==> src/sv/drmap_pkg.sv <==
// ----------------------------------------------------------------------------
// drmap_pkg
// Shared widths, coefficients and channel arithmetic for the dark map restyle.
// ----------------------------------------------------------------------------
package drmap_pkg;

    localparam int unsigned CH_W    = 8;
    localparam int unsigned NUM_CH  = 3;
    localparam int unsigned IN_W    = CH_W * NUM_CH;
    localparam int unsigned OUT_W   = 16;
    localparam int unsigned LAT     = 4;

    // channel order inside the request data, lowest bits first
    localparam int unsigned CH_RED   = 0;
    localparam int unsigned CH_GREEN = 1;
    localparam int unsigned CH_BLUE  = 2;

    localparam logic [16:0] LUMA_KR   = 17'd77;
    localparam logic [16:0] LUMA_KG   = 17'd150;
    localparam logic [16:0] LUMA_KB   = 17'd29;
    localparam logic [16:0] LUMA_RND  = 17'd128;
    localparam logic [15:0] DARK_GAIN = 16'd207;
    localparam logic [15:0] DARK_RND  = 16'd128;
    localparam logic [7:0]  DARK_BASE = 8'd14;
    localparam logic [7:0]  CH_MAX    = 8'd255;

    typedef logic        [CH_W-1:0] chan_t;
    typedef logic signed [CH_W:0]   delta_t;   // channel minus luma
    typedef logic signed [CH_W-1:0] adj_t;     // rounded 3/8 of delta
    typedef logic signed [CH_W+1:0] sum_t;     // dark luma plus adjustment

    // 3*d/8, halves away from zero
    function automatic adj_t round_3_8(input delta_t delta);
        logic signed [10:0] scaled;
        logic        [9:0]  mag;
        logic        [6:0]  q;
        scaled = {{2{delta[CH_W]}}, delta} + {delta[CH_W], delta, 1'b0};
        mag    = scaled[10] ? 10'(-scaled) : scaled[9:0];
        q      = 7'(({1'b0, mag} + 11'd4) >> 3);
        return scaled[10] ? -adj_t'({1'b0, q}) : adj_t'({1'b0, q});
    endfunction

    function automatic chan_t sat_chan(input sum_t v);
        if (v[CH_W+1]) begin
            return '0;
        end else if (v[CH_W]) begin
            return CH_MAX;
        end
        return v[CH_W-1:0];
    endfunction

endpackage

==> src/sv/dark_map_pixel_restyle_rgb565.sv <==
// ----------------------------------------------------------------------------
// dark_map_pixel_restyle_rgb565
// Restyles 8-bit RGB pixels into dark-theme RGB565 pixels.
// ----------------------------------------------------------------------------
// One pixel is accepted per clock whenever the result side is taking data.
// Four register stages carry each request: luma, dark luma with channel
// deltas, rounded 3/8 adjustment, then saturate and pack into the output
// register. The whole pipe advances on one enable, so s_tready is low only
// while a finished result waits on m_tready.
module dark_map_pixel_restyle_rgb565 (
    input  logic                     aclk,
    input  logic                     aresetn,
    input  logic                     s_tvalid,
    output logic                     s_tready,
    input  logic [drmap_pkg::IN_W-1:0]  s_tdata,   // red_in, green_in, blue_in
    output logic                     m_tvalid,
    input  logic                     m_tready,
    output logic [drmap_pkg::OUT_W-1:0] m_tdata    // pixel_out
);
    import drmap_pkg::*;

    logic                pipe_en;
    logic [LAT-1:0]      vld_reg;
    logic [LAT-1:0]      vld_next;

    chan_t  s1_chan_reg  [NUM_CH];
    chan_t  s1_luma_reg;
    chan_t  s1_luma_next;
    chan_t  s2_dark_reg;
    chan_t  s2_dark_next;
    delta_t s2_delta_reg [NUM_CH];
    delta_t s2_delta_next[NUM_CH];
    chan_t  s3_dark_reg;
    adj_t   s3_adj_reg   [NUM_CH];
    adj_t   s3_adj_next  [NUM_CH];
    chan_t  s4_chan      [NUM_CH];
    logic [OUT_W-1:0] out_reg;
    logic [OUT_W-1:0] out_next;

    assign pipe_en  = !vld_reg[LAT-1] || m_tready;
    assign s_tready = pipe_en;
    assign vld_next = {vld_reg[LAT-2:0], s_tvalid};

    always_ff @(posedge aclk) begin
        if (!aresetn) begin
            vld_reg <= '0;
        end else if (pipe_en) begin
            vld_reg <= vld_next;
        end
    end

    // stage 1: luma
    always_comb begin
        s1_luma_next = 8'((17'(s_tdata[CH_RED*CH_W +: CH_W]) * LUMA_KR
                         + 17'(s_tdata[CH_GREEN*CH_W +: CH_W]) * LUMA_KG
                         + 17'(s_tdata[CH_BLUE*CH_W +: CH_W]) * LUMA_KB
                         + LUMA_RND) >> 8);
    end

    // stage 2: dark luma and per-channel deltas
    always_comb begin
        s2_dark_next = DARK_BASE + 8'(({8'd0, CH_MAX - s1_luma_reg} * DARK_GAIN
                                       + DARK_RND) >> 8);
        for (int i = 0; i < NUM_CH; i++) begin
            s2_delta_next[i] = $signed({1'b0, s1_chan_reg[i]}) - $signed({1'b0, s1_luma_reg});
        end
    end

    // stage 3: rounded three eighths of each delta
    always_comb begin
        for (int i = 0; i < NUM_CH; i++) begin
            s3_adj_next[i] = round_3_8(s2_delta_reg[i]);
        end
    end

    // stage 4: add, saturate, pack
    always_comb begin
        for (int i = 0; i < NUM_CH; i++) begin
            s4_chan[i] = sat_chan($signed({2'b00, s3_dark_reg})
                                  + sum_t'(s3_adj_reg[i]));
        end
        out_next = {s4_chan[CH_RED][7:3], s4_chan[CH_GREEN][7:2], s4_chan[CH_BLUE][7:3]};
    end

    always_ff @(posedge aclk) begin
        if (pipe_en) begin
            for (int i = 0; i < NUM_CH; i++) begin
                s1_chan_reg[i]  <= s_tdata[i*CH_W +: CH_W];
                s2_delta_reg[i] <= s2_delta_next[i];
                s3_adj_reg[i]   <= s3_adj_next[i];
            end
            s1_luma_reg <= s1_luma_next;
            s2_dark_reg <= s2_dark_next;
            s3_dark_reg <= s2_dark_reg;
            out_reg     <= out_next;
        end
    end

    assign m_tvalid = vld_reg[LAT-1];
    assign m_tdata  = out_reg;

endmodule

==> config.mk <==
export PLATFORM = sky130hd
export DESIGN_NAME = dark_map_pixel_restyle_rgb565
export DESIGN_NICKNAME = d
export VERILOG_FILES = /design/src/sv/drmap_pkg.sv /design/src/sv/dark_map_pixel_restyle_rgb565.sv
export SDC_FILE = /design/constraint.sdc
export NUM_CORES = 1
export LEC_CHECK = 0
export BUFFER_PORTS_ARGS = -buffer_cell sky130_fd_sc_hd__clkbuf_2
export CAP_MARGIN = 20
export CORE_MARGIN = 2
export CORE_UTILIZATION = 35
export CTS_BUF_LIST = sky130_fd_sc_hd__clkbuf_8
export DETAILED_ROUTE_END_ITERATION = 8
export GPL_TIMING_DRIVEN = 0
export PLACE_DENSITY_LB_ADDON = 0.3
export RECOVER_POWER = 100
export SLEW_MARGIN = 20
export SYNTH_ARGS = -nofsm -noshare
export SYNTH_HDL_FRONTEND = slang
export SYNTH_SLANG_ARGS = --single-unit
==> constraint.sdc <==
create_clock -name aclk -period 7.8 [get_ports aclk]
set_input_delay 1.95 -clock aclk [delete_from_list [all_inputs] [get_ports aclk]]
set_output_delay 1.95 -clock aclk [all_outputs]
set_load 0.05 [all_outputs]
==> out/metrics.yaml <==
setup_path:
  critPathMaxStageDelay_ps: 580
  cp_data_arrival_time_ps: 7800
  path_common_cell: "fa_1"
  cp_slowest_cell: "fa_1"
  critical_path_class: "input port to flop"
  required_ps: 7980
  endpoint_kind: "flop"
  path_max_fanout: 5
  crit_path_start_kind: "input port"
timing:
  tns_ps: 0
  worst_slew_pin_slew_ps: 648.8
  max_freq_mhz: 131.2
  setup_viol: 0
  fin_crit_ps: 7623
  fin_ws_ps: 177.1
  clock_skew_ps: 15.01
  slew_viol_final: 0
  rsz0062_at_grt: "false"
  relSlewSlack_pct: 56.49
  hold_viol_final: 0
  finalCritPeriodShare_pct: 97.73
yosys:
  synth_warnings: 0
  synth_edf_count: 115
  ys_seq_elements: 119
  seq_area_frac_synth_pct: 28.31
  synth_cell_types: 69
  syn_area_um2: 12480
  syn_nets: 1494
  syn_area_per_cell_um2: 10.68
  async_flop_share_pct: 0
  synthFlopType: "edfxtp_1"
  syn_inst: 1169
cts:
  hold_buffers: 0
  ctsRootBufferMaster: "clkbuf_8"
  clkTransAtPathRegs_ps: 70
  cts_buffers: 17
  cts_tree: "yes"
  htreeDepth: 4
  clock-sinks: 119
  clock_path_buffers: 2
  clk_latency_ps: 430
drt:
  drt-pass1-iter-count: 4
  ant_nets: 0
  finalWirelength_mm: 21.66
  drt_iter0_markers: 227
  wire_per_inst_um: 12.66
  routed_via_density: 4.676
  route.detailed.drc: 0
  vias: 8001
global_route:
  grt_antenna_before_repair: 0
  grt_start_max_net_pins: 62
  grt_pass1_vias: 8131
  track_usage_pct: 12.50
  grt_pass1_wl_mm: 37.33
  grt_overflow: 0
final_layout:
  num-nets-final: 1562
  diodes: 0
  final_cells: 1711
  largest_register_ffs: 27
  drive_gt1_share_pct: 10.32
  final_area_um2: 13900
  syn2layout_area_growth_pct: 11.36
floorplanning:
  fp.dieW_um: 192.9
  die_h_um: 192.9
  io_pins: 46
  coreArea_um2: 35310
  die_area_um2: 37190
  rows: 69
  start_util_pct: 35.35
flow_run:
  maxCapViolCount: 0
placed_design:
  gp_congestion: 0.8074
  dp_slack_ps: -724.3
  post-place-cells: 1676
  dpl_cell_area_um2: 13360
  hpwl_mm: 18.09
  port_buffers: 45
hold_path:
  min_path_type: "flop to flop"
status:
  status: "complete, no violations"
cells in the final DEF, fill, tap and decap left out, types with 18 or more instances in the layout:
cell type,instances
edfxtp_1,115
nor3_1,21
nand2_1,28
o21bai_1,20
o21ai_0,28
xnor2_1,89
ha_1,209
clkbuf_2,41
xor2_1,42
a21oi_1,34
nor2_1,43
inv_1,198
clkbuf_8,18
a21o_1,30
fa_1,79
nor2b_1,20
Yosys cell counts (all sizes together), types with 10 or more instances:
| cell | n | share of area [%] |
|---|---|---|
| o21a | 17 | 1.0 |
| nand3 | 14 | 0.56 |
| xor2 | 44 | 3.2 |
| nor2 | 45 | 1.4 |
| nor3 | 23 | 0.96 |
| edfxtp | 115 | 28 |
| xnor2 | 94 | 6.9 |
| ha | 218 | 22 |
| a21oi | 36 | 1.5 |
| inv | 197 | 5.9 |
| nand2b | 17 | 0.85 |
| o31ai | 11 | 0.74 |
| nand2 | 28 | 0.84 |
| a211oi | 10 | 0.98 |
| fa | 79 | 13 |
| o21bai | 20 | 1.2 |
| nor2b | 20 | 1.0 |
| o21ai | 34 | 1.4 |
| nand3b | 10 | 0.60 |
| a21o | 30 | 1.8 |
worst max-delay path, delay by kind of cell:
kind	cells	cell delay, ps
AO/OA/AOI/OAI	4	690
XOR/XNOR	2	350
adder cells (fa/ha/maj)	11	4040
buffers and inverters	5	370
AND/OR/NAND/NOR	3	390
final timing paths:
path | from | end | slack, ps | cells past startpoint
hold / removal | s2_dark_reg[6]$_DFFE_PP_ | s3_dark_reg[6]$_DFFE_PP_ | 410 | 0
setup / recovery | s_tdata[12] | s1_luma_reg[7]$_DFFE_PP_ | 180 | 25
setup reg to reg | s1_luma_reg[1]$_DFFE_PP_ | s2_dark_reg[7]$_DFFE_PP_ | 1800 | 24
hold reg to reg | s2_dark_reg[6]$_DFFE_PP_ | s3_dark_reg[6]$_DFFE_PP_ | 410 | 0
routing by layer:
metal	routed length, um	global-route usage [%]	vias to the layer above
met2	10350	21.77	82
met5	0	0	-
met3	501	2.109	19
met1	10520	16.05	3716
met4	287	3.053	0
li1	-	-	4184
cell type report:
cell class,count,area (um^2)
Inverter,197,744.5
Buffer,9,41.29
Multi-Input combinational cell,844,8362
Clock inverter,14,110.1
Tap cell,461,576.8
Sequential cell,119,3533
Timing Repair Buffer,49,285.3
Fill cell,3462,21410
Clock buffer,18,247.7
repair_timing:
| item | in CTS | in global routing |
|---|---|---|
| setup endpoints to repair | 2 | 3 |
| pin swaps | 1 | 13 |
| setup buffers | 1 | 2 |
| gates resized for setup | 3 | 22 |
cell families (layout without fill, tap and decap cells):
| family | count (synthesis) | in the layout | synth area share, % |
|---|---|---|---|
| compound gates | 202 | 202 | 11.77 |
| xor+xnor | 138 | 138 | 10.07 |
| fa+ha+maj | 297 | 297 | 34.52 |
| buf+inv | 206 | 287 | 6.254 |
| flops | 119 | 119 | 28.31 |
| mux | 5 | 5 | 0.4009 |
| simple gates | 202 | 202 | 8.680 |
metrics by stage:
stage | util (%) | hold WS (ps)
detailed placement | 37.85 | 404.5
finish | 39.37 | 410.4
global route | 39.37 | 423.3
CTS | 38.95 | 413.8
global placement | 37.76 | 401.8
floorplan | - | 400.3
Power is left out: the tool's default activity adds up to more than one toggle a clock period on the data nets, which glitch-free logic cannot reach.
